File: config.mk
export PLATFORM = sky130hd
export DESIGN_NAME = fir_decimate_by_two
export DESIGN_NICKNAME = d
export VERILOG_FILES = /design/src/hdl/fdb_pkg.sv /design/src/hdl/fdb_delay_line.sv /design/src/hdl/fdb_da_acc.sv /design/src/hdl/fir_decimate_by_two.sv
export SDC_FILE = /design/constraint.sdc
export NUM_CORES = 1
export LEC_CHECK = 0
export ABC_AREA = 1
export BUFFER_PORTS_ARGS = -buffer_cell sky130_fd_sc_hd__buf_2
export CAP_MARGIN = 20
export CORE_ASPECT_RATIO = 1.5
export CORE_MARGIN = 2
export CORE_UTILIZATION = 50
export DETAILED_ROUTE_END_ITERATION = 10
export PLACE_DENSITY = 0.63
export SKIP_LAST_GASP = 1
export SLEW_MARGIN = 20
export SYNTH_ARGS = -nofsm -noshare
export SYNTH_HDL_FRONTEND = slang
export SYNTH_HIERARCHICAL = 1
export SYNTH_SLANG_ARGS = --single-unit
File: constraint.sdc
create_clock -name clk_i -period 23.7 [get_ports clk_i]
set_input_delay 2.37 -clock clk_i [delete_from_list [all_inputs] [get_ports clk_i]]
set_output_delay 2.37 -clock clk_i [all_outputs]
set_load 0.02 [all_outputs]
File: src/hdl/fdb_pkg.sv
package fdb_pkg;

  // Sample and filter geometry
  localparam int SAMPLE_W = 16;
  localparam int TAPS     = 29;
  localparam int NPAIR    = (TAPS - 1) / 2;   // symmetric tap pairs
  localparam int NDA      = NPAIR + 1;        // pre-added streams incl. centre tap
  localparam int GRP_W    = 5;                // address bits of one lookup table
  localparam int NGRP     = (NDA + GRP_W - 1) / GRP_W;
  localparam int DA_W     = 18;               // one table entry, signed
  localparam int ACC_W    = DA_W + 1;         // partial-product accumulator
  localparam int BIT_W    = 5;                // bit counter, counts 0 .. SAMPLE_W
  localparam int FILL_W   = 5;

  localparam logic [BIT_W-1:0]  LAST_BIT   = BIT_W'(SAMPLE_W);
  localparam logic [FILL_W-1:0] FILL_FULL  = FILL_W'(TAPS);

  // Q16 coefficients of the first half, centre tap last
  localparam int COEF [NDA] = '{
    -456, -552, 277, 1451, 1229, -646, -1628, 401,
    3007, 1413, -3911, -4983, 4745, 20201, 27808
  };

  // Control from the sequencer to the datapath
  typedef struct packed {
    logic shift;    // take a new sample into the delay line
    logic start;    // clear carries and accumulator
    logic step;     // consume one bit of every sample
    logic msb_sel;  // present the sign bits for the final cycle
  } fdb_ctrl_t;

  // Sum of the coefficients of one group selected by the address bits
  function automatic logic signed [DA_W-1:0] da_entry(input int grp, input int idx);
    int sum;
    int k;
    sum = 0;
    for (int b = 0; b < GRP_W; b++) begin
      k = grp * GRP_W + b;
      if (k < NDA && ((idx >> b) & 1) == 1) begin
        sum = sum + COEF[k];
      end
    end
    return DA_W'(sum);
  endfunction

endpackage

File: src/hdl/fdb_delay_line.sv
module fdb_delay_line import fdb_pkg::*; (
  input  logic                clk_i,
  input  logic                rst_ni,
  input  fdb_ctrl_t           ctrl_i,
  input  logic [SAMPLE_W-1:0] sample_i,
  output logic [NDA-1:0]      dbits_o
);

  logic [SAMPLE_W-1:0] tap_q [TAPS];
  logic [TAPS-1:0]     bit_w;
  logic [NPAIR-1:0]    carry_q;
  logic [NPAIR-1:0]    carry_d;

  // Shift in a new sample, or rotate every tap by one bit, LSB first
  always_ff @(posedge clk_i) begin
    if (ctrl_i.shift) begin
      for (int i = 0; i < TAPS - 1; i++) begin
        tap_q[i] <= tap_q[i+1];
      end
      tap_q[TAPS-1] <= sample_i;
    end else if (ctrl_i.step) begin
      for (int i = 0; i < TAPS; i++) begin
        tap_q[i] <= {tap_q[i][0], tap_q[i][SAMPLE_W-1:1]};
      end
    end
  end

  // Current bit of each tap; after a full rotation the sign bit extends
  always_comb begin
    for (int i = 0; i < TAPS; i++) begin
      bit_w[i] = ctrl_i.msb_sel ? tap_q[i][SAMPLE_W-1] : tap_q[i][0];
    end
  end

  // Bit-serial pre-adders for the symmetric pairs
  always_comb begin
    for (int j = 0; j < NPAIR; j++) begin
      dbits_o[j] = bit_w[j] ^ bit_w[TAPS-1-j] ^ carry_q[j];
      carry_d[j] = (bit_w[j] & bit_w[TAPS-1-j]) |
                   (bit_w[j] & carry_q[j]) |
                   (bit_w[TAPS-1-j] & carry_q[j]);
    end
    dbits_o[NPAIR] = bit_w[NPAIR];
  end

  // Hold the pre-adder carries between bit cycles
  always_ff @(posedge clk_i or negedge rst_ni) begin
    if (!rst_ni) begin
      carry_q <= '0;
    end else if (ctrl_i.start) begin
      carry_q <= '0;
    end else if (ctrl_i.step) begin
      carry_q <= carry_d;
    end
  end

endmodule

File: src/hdl/fdb_da_acc.sv
module fdb_da_acc import fdb_pkg::*; (
  input  logic                clk_i,
  input  fdb_ctrl_t           ctrl_i,
  input  logic [NDA-1:0]      dbits_i,
  output logic [SAMPLE_W-1:0] result_o
);

  logic signed [DA_W-1:0]  tbl_w [NGRP][1 << GRP_W];
  logic signed [ACC_W-1:0] part_w;
  logic signed [ACC_W-1:0] sum_w;
  logic signed [ACC_W-1:0] diff_w;
  logic signed [ACC_W-1:0] acc_q;
  logic signed [ACC_W-1:0] acc_d;
  logic [NGRP*GRP_W-1:0]   addr_w;

  // Constant lookup tables of coefficient sums
  for (genvar g = 0; g < NGRP; g++) begin : g_grp
    for (genvar e = 0; e < (1 << GRP_W); e++) begin : g_entry
      assign tbl_w[g][e] = da_entry(g, e);
    end
  end

  // Look up one partial product per group and add them
  always_comb begin
    addr_w = (NGRP*GRP_W)'(dbits_i);
    part_w = '0;
    for (int g = 0; g < NGRP; g++) begin
      part_w = part_w + ACC_W'(tbl_w[g][addr_w[g*GRP_W +: GRP_W]]);
    end
    sum_w  = acc_q + part_w;
    diff_w = acc_q - part_w;
    acc_d  = sum_w >>> 1;
  end

  // Accumulate LSB first, halving each cycle; the sign-bit weight is subtracted
  always_ff @(posedge clk_i) begin
    if (ctrl_i.start) begin
      acc_q <= '0;
    end else if (ctrl_i.step) begin
      acc_q <= acc_d;
    end
  end

  assign result_o = diff_w[SAMPLE_W-1:0];

endmodule

File: src/hdl/fir_decimate_by_two.sv
// Channel  | Direction | Payload
// s_axis   | in        | tdata[15:0] sample (signed PCM)
// m_axis   | out       | tdata[15:0] filtered_sample (signed)
//
// A sample is taken whenever the block is not computing.
// The 29th sample and every second one after it start a result, computed one bit of
// every tap per cycle through the pre-adders and the lookup-table accumulator.
// A finished result waits in the output register; input is taken meanwhile.
// The last compute cycle holds while the output register is still occupied.
// Reset clears fill count, phase and handshakes; tap contents are not reset.
module fir_decimate_by_two import fdb_pkg::*; (
  input  logic                clk_i,
  input  logic                rst_ni,
  input  logic                s_axis_tvalid,
  output logic                s_axis_tready,
  input  logic [SAMPLE_W-1:0] s_axis_tdata,   // [15:0] sample
  output logic                m_axis_tvalid,
  input  logic                m_axis_tready,
  output logic [SAMPLE_W-1:0] m_axis_tdata    // [15:0] filtered_sample
);

  localparam logic ST_IDLE = 1'b0;
  localparam logic ST_RUN  = 1'b1;

  logic              state_q, state_d;
  logic [BIT_W-1:0]  cnt_q, cnt_d;
  logic [FILL_W-1:0] fill_q, fill_d;
  logic              phase_q, phase_d;
  logic              out_valid_q, out_valid_d;
  logic [SAMPLE_W-1:0] out_data_q;
  logic              in_acc;
  logic              emit;
  logic              load;
  fdb_ctrl_t         ctrl;
  logic [NDA-1:0]    dbits;
  logic [SAMPLE_W-1:0] result;

  assign s_axis_tready = (state_q == ST_IDLE);
  assign in_acc        = s_axis_tvalid && s_axis_tready;

  // Sequence fill count, phase and the bit cycles of one result
  always_comb begin
    fill_d      = fill_q;
    phase_d     = phase_q;
    state_d     = state_q;
    cnt_d       = cnt_q;
    emit        = 1'b0;
    load        = 1'b0;
    ctrl        = '0;
    out_valid_d = out_valid_q;
    if (out_valid_q && m_axis_tready) begin
      out_valid_d = 1'b0;
    end
    case (state_q)
      ST_IDLE: begin
        if (in_acc) begin
          ctrl.shift = 1'b1;
          if (fill_q != FILL_FULL) begin
            fill_d = fill_q + FILL_W'(1);
          end
          if (fill_d == FILL_FULL) begin
            emit    = !phase_q;
            phase_d = !phase_q;
          end
          if (emit) begin
            ctrl.start = 1'b1;
            state_d    = ST_RUN;
            cnt_d      = '0;
          end
        end
      end
      ST_RUN: begin
        if (cnt_q != LAST_BIT) begin
          ctrl.step = 1'b1;
          cnt_d     = cnt_q + BIT_W'(1);
        end else begin
          ctrl.msb_sel = 1'b1;
          if (!out_valid_q || m_axis_tready) begin
            load        = 1'b1;
            out_valid_d = 1'b1;
            state_d     = ST_IDLE;
          end
        end
      end
      default: begin
        state_d = ST_IDLE;
      end
    endcase
  end

  always_ff @(posedge clk_i or negedge rst_ni) begin
    if (!rst_ni) begin
      state_q     <= ST_IDLE;
      cnt_q       <= '0;
      fill_q      <= '0;
      phase_q     <= 1'b0;
      out_valid_q <= 1'b0;
    end else begin
      state_q     <= state_d;
      cnt_q       <= cnt_d;
      fill_q      <= fill_d;
      phase_q     <= phase_d;
      out_valid_q <= out_valid_d;
    end
  end

  // Hold the finished result for the output transaction
  always_ff @(posedge clk_i) begin
    if (load) begin
      out_data_q <= result;
    end
  end

  fdb_delay_line u_delay_line (
    .clk_i    (clk_i),
    .rst_ni   (rst_ni),
    .ctrl_i   (ctrl),
    .sample_i (s_axis_tdata),
    .dbits_o  (dbits)
  );

  fdb_da_acc u_da_acc (
    .clk_i    (clk_i),
    .ctrl_i   (ctrl),
    .dbits_i  (dbits),
    .result_o (result)
  );

  assign m_axis_tvalid = out_valid_q;
  assign m_axis_tdata  = out_data_q;

  // Bit counter never passes the sign-bit cycle
  a_cnt_bound: assert property (@(posedge clk_i) disable iff (!rst_ni)
    cnt_q <= LAST_BIT)
    else $error("bit counter out of range");

  // Phase only toggles once the delay line is full
  a_phase_full: assert property (@(posedge clk_i) disable iff (!rst_ni)
    (phase_q != $past(phase_q)) |-> (fill_q == FILL_FULL))
    else $error("phase toggled before delay line full");

  // A new result comes only from the last compute cycle
  a_load_src: assert property (@(posedge clk_i) disable iff (!rst_ni)
    $rose(m_axis_tvalid) |-> $past(state_q == ST_RUN && cnt_q == LAST_BIT))
    else $error("result presented without a finished computation");

  // Compute never starts before the delay line is full
  a_run_full: assert property (@(posedge clk_i) disable iff (!rst_ni)
    (state_q == ST_RUN) |-> (fill_q == FILL_FULL))
    else $error("computation with partly filled delay line");

endmodule
# --- Yosys cells after proc, flatten, opt, wreduce, memory -nomap -nowiden ---
# Memories as Yosys holds them, arrays and structs flattened.
# Index checks and enable logic that the tools add are counted.
op_classes:
  addsub: 6
  order_cmp: 3
  eq_ne: 6
  n_mux: 98
  n_bitwise: 131
  reduce_logical: 9
op_table:
  columns: ["op", "count"]
  rows:
  - ["16-bit 2-to-1 mux", 29]
  - ["18-bit 2-to-1 mux", 6]
  - ["1-bit bitwise OR", 57]
  - ["1-bit 2-to-1 mux", 50]
  - ["1-bit AND", 42]
  - ["5-bit 2-to-1 mux", 6]
  - ["14-bit 2-to-1 mux", 2]
  - ["1-bit XOR", 28]
  - ["18-bit by 18-bit adder with 19-bit output", 1]
  - ["18-bit by 19-bit adder with 19-bit output", 1]
  - ["19-bit by 18-bit adder with 19-bit output", 1]
  - ["6-bit greater-or-equal comparator, second input constant", 3]
  - ["5-bit inverter with 6-bit output", 3]
  - ["16-bit subtractor", 1]
  - ["5-bit by 1-bit adder with 5-bit output, second input constant", 2]
  - ["5-bit inequality test, second input constant", 2]
  - ["5-bit one-hot mux with 2 select lines", 1]
  - ["2-bit 2-to-1 mux", 3]
  - ["2-bit by 1-bit inequality test with 1-bit output, second input constant", 3]
  - ["3-bit AND reduction", 2]
  - ["5-bit == test, second input constant", 1]
  - ["1-bit logical AND", 2]
  - ["1-bit logical NOT", 2]
  - ["1-bit one-hot mux with 2 select lines", 1]
  - ["4 further kinds", 4]
word_totals:
  ff_bits: 61
  ram_bits: 464
  romBits: 1728
  input_bits: 20
  out_inout_bits: 18
  word_cells: 265
  memories: 4
memory_table:
  columns: ["name", "depth", "word_bits", "rd", "rd_clocked_by_memory_dff", "wr", "line_no", "source"]
  rows:
  - ["(name not given)", 32, 18, 1, 0, 0, "fdb_da_acc.sv:28", "part_w = part_w + ACC_W'(tbl_w[g][addr_w[g*GRP_W +: GRP_W]]);"]
  - ["(name not given)", 32, 18, 1, 0, 0, "fdb_da_acc.sv:28", null]
  - ["(name not given)", 32, 18, 1, 0, 0, "fdb_da_acc.sv:28", null]
  - ["u_delay_line.tap_q", 29, 16, 29, 0, 29, "fdb_delay_line.sv:9", "logic [SAMPLE_W-1:0] tap_q [TAPS];"]

# --- Longest topological paths before layout ---
depth:
  depth_word: 14
  depth_mapped: 42
  mapped_depth_nobuf: 40

# --- Hierarchy ---
# Netlist, hierarchy kept.
by_module_without_submodules:
  columns: ["mod", "instances", "cells_per_inst", "area_per_inst_um2", "seq_area_each_um2"]
  rows:
  - ["fdb_delay_line", 1, 2155, 21538.2, 14283.7]
  - ["fdb_da_acc", 1, 871, 5350.1, 360.3]
  - ["fir_decimate_by_two", 1, 125, 1301.2, 805.8]

# --- Least setup slack after synthesis ---
# Ideal clock, no wire load.
synth_timing:
  kind: "input to register"
  startpoint: "input s_axis_tvalid"
  endpoint: "memory u_delay_line.tap_q[0][0], enable pin"
  setup_ns: 0.638
  arrival_ns: 8.775
  required_ns: 23.062
  slack_ns: 14.287
  path_stages: 6
  n_path_buf: 3
  path_cell_list: "inv_1 -> nor2_1 -> clkbuf_1 -> buf_2 -> buf_4 -> or2_2"
synth_lines:
  columns: ["element", "line_no", "source"]
  rows:
  - ["start, declared", "fir_decimate_by_two.sv:14", "input logic s_axis_tvalid,"]
  - ["end, declared", "fdb_delay_line.sv:9", null]

==> flow_summary.toml <==
[outcome]
status = "finished clean"

[worst_setup_path]
regToRegStartpoint = "cnt_q[0]$_DFFE_PN0P_"
rr_worst_depth = 34
critPathTopFamily = "adder cells"
path_max_fanout = 58
regToRegSetupSlack_ns = 16.06
slowest_stage = "fa_1"
arrival_ns = 8.18
r2r_end = "u_da_acc/acc_q[17]$_SDFFE_PP0P_"
critPathCaptureType = "flip-flop"
crit_type = "reg -> reg"
cpMostUsedCell = "inv_1"
start_kind = "flip-flop"
crit_required_ns = 24.23
path_buf_inv = 7
slowest_delay_ns = 0.56

[timing]
tns_ns = 0
worstMarginPinSlew_ns = 1.09
setup_viol = 0
timing.final.ws_setup_ns = 16.06
max_freq_ghz = 0.131
min_period_over_period_pct = 32.3
rsz0062_at_grt = "false"
relSlewSlack_pct = 27.1
hold_viol = 0
finalCriticalPeriod_ns = 7.64
slew_viol_final = 0
fin_skew_ns = 0.0412
fin_hold_ws_ns = 0.477

[yosys]
synth_cells = 3151
synth-async-reset-ratio_pct = 5.14
ys.warnings.count = 6
yosysSeqAreaShare_pct = 54.8
post_synth.cell_area_avg_um2 = 8.95
synth.distinct_cells = 58
synth_enable_flop_cells = 480
synth_top_area_share_pct = 51.1
synth_area_leaders = "edfxtp_1, nand2_1, nand3_1"
synth_area_leader_cell = "edfxtp_1"
ys_ff_latch = 525
postSynthNetCount = 3289
synthFlopType = "edfxtp_1"
mappedNetlistArea_um2 = 28200

[worst_hold_path]
hold_path_class = "reg -> reg"
min_to = "u_delay_line/carry_q[2]$_DFFE_PN0P_"
worstHoldPathCells = 2
worstHoldStart = "u_delay_line/carry_q[2]$_DFFE_PN0P_"

[detailed_routing]
drc = 0
wl_per_cell_um = 16.1
ant_nets = 0
drt_iter0_markers = 1533
first_pass_iters = 6
drt-total-wl_um = 61700
viasPerCell = 5.40
vias = 20700

[clock_network]
cts_buffers = 51
cts_sinks = 525
cts_resized = 0
cts_tree = "done"
clockBufferDepth = 3
ctsHoldBuffers = 0
path_clk_slew_ns = 0.07
cts_root_buf = "clkbuf_16"
htreeDepth = 2
clkLatencyLatePin_ns = 0.62
postCtsSetupBuffers = 0

[placed_design]
dp_hpwl_um = 39000
post-place-ws_ns = 16.02
port_buffers = 37
placed_cells = 3735
gp_congestion = 0.891

[final_layout]
layout-drive-gt1-share_pct = 5.21
stdcell_count = 3829
final_cell_mix = "nand2_1, edfxtp_1, nand3_1"
antennaDiodeCount = 0
finalNetCount = 3224
syn_to_final_growth_pct = 7.34
mostFrequentLayoutCell = "nand2_1"

[job]
cap_violations = 0

[grt]
antenna_found_initial = 0
overflow = 0
grt_pass1_wl_um = 102000
grt_usage_pct = 21.3
grt_pass1_vias = 20300
grt_max_degree = 231

[die]
die_x_um = 198
die_area_um2 = 58300
die_y_um = 295
core.rowCount = 106
io_pins = 38
start_util_pct = 50.6
core_um2 = 55700
-- sequential cells by signal, summed over array words and instances, names as in the netlist --
name / cells
cnt_q: 5
fill_q: 5
m_axis_tdata: 16
m_axis_tvalid: 1
phase_q: 1
state_q: 1
u_da_acc/acc_q: 18
u_delay_line/carry_q: 14
u_delay_line/tap_q: 464
-- layer usage --
layer	routed length, um	part of all wire, %	track usage [%]
met1	25900	42	26.6
met2	31800	51	38.1
met3	2070	3.4	2.33
met4	1930	3.1	7.72
met5	0	0	0
-- worst reg2reg max path, delay by kind of cell (launching register included) --
family | cells | cell delay [ns]
and+or+nand+nor | 10 | 1.08
buffers and inverters | 7 | 1.18
adders and majority gates | 6 | 2.35
DFF | 1 | 0.40
xor gates and xnor gates | 1 | 0.22
AOI/OAI and AO/OA | 10 | 2.35
-- area by class of cell --
cell class,count,area (um2)
Clock buffer,65,1380
Clock inverter,29,303
Fill cell,5173,25400
Inverter,290,1100
Multi-Input combinational cell,2164,10800
Sequential cell,525,15400
Tap cell,702,878
Timing Repair Buffer,54,338
-- per-stage QoR --
stage	utilization [%]	area (um2)
2_1_floorplan	-	28200
3_3_place_gp	51.3	28600
3_5_place_dp	51.3	28600
4_1_cts	54.3	30300
5_1_grt	54.3	30300
6_report	54.3	30300
-- worst max path at each step --
| stage | endpoint | depth (start not counted) | startpoint | slack (ns) |
|---|---|---|---|---|
| after floorplan | u_delay_line/tap_q[0][0]$_DFFE_PP_ | 6 | s_axis_tvalid | 14.29 |
| after global placement | u_da_acc/acc_q[15]$_SDFFE_PP0P_ | 33 | cnt_q[0]$_DFFE_PN0P_ | 16.06 |
| after detailed placement | u_da_acc/acc_q[17]$_SDFFE_PP0P_ | 34 | cnt_q[0]$_DFFE_PN0P_ | 16.02 |
| after CTS | u_da_acc/acc_q[17]$_SDFFE_PP0P_ | 34 | cnt_q[0]$_DFFE_PN0P_ | 16.00 |
| after global routing | u_da_acc/acc_q[17]$_SDFFE_PP0P_ | 35 | cnt_q[0]$_DFFE_PN0P_ | 15.31 |
| final | u_da_acc/acc_q[17]$_SDFFE_PP0P_ | 34 | cnt_q[0]$_DFFE_PN0P_ | 16.06 |
-- kinds of logic (layout without fill, tap and decap cells) --
| family | after synthesis | in the layout | share of synthesized area [%] |
|---|---|---|---|
| buffers and inverters | 462 | 438 | 6.99 |
| multiplexers | 1 | 1 | 0.0355 |
| XOR/XNOR | 42 | 42 | 1.30 |
| flip-flops | 525 | 525 | 54.8 |
| AND/OR/NAND/NOR | 1682 | 1682 | 24.3 |
| AO/OA/AOI/OAI | 321 | 321 | 6.37 |
| adder cells (fa/ha/maj) | 118 | 118 | 6.14 |
-- cells in the mapped netlist (9+ instances only) --
| master | count |
|---|---|
| nand2_1 | 1184 |
| edfxtp_1 | 480 |
| nand3_1 | 342 |
| inv_1 | 285 |
| o21ai_0 | 177 |
| nor2_1 | 115 |
| buf_2 | 101 |
| ha_1 | 84 |
| a21oi_1 | 77 |
| clkbuf_1 | 39 |
| fa_1 | 34 |
| xor2_1 | 33 |
| dfrtp_1 | 27 |
| buf_4 | 26 |
| dfxtp_1 | 18 |
| nor3_1 | 13 |
| xnor2_1 | 9 |
Power is left out: the tool's default activity adds up to more than one toggle a clock period on the data nets, which glitch-free logic cannot reach.
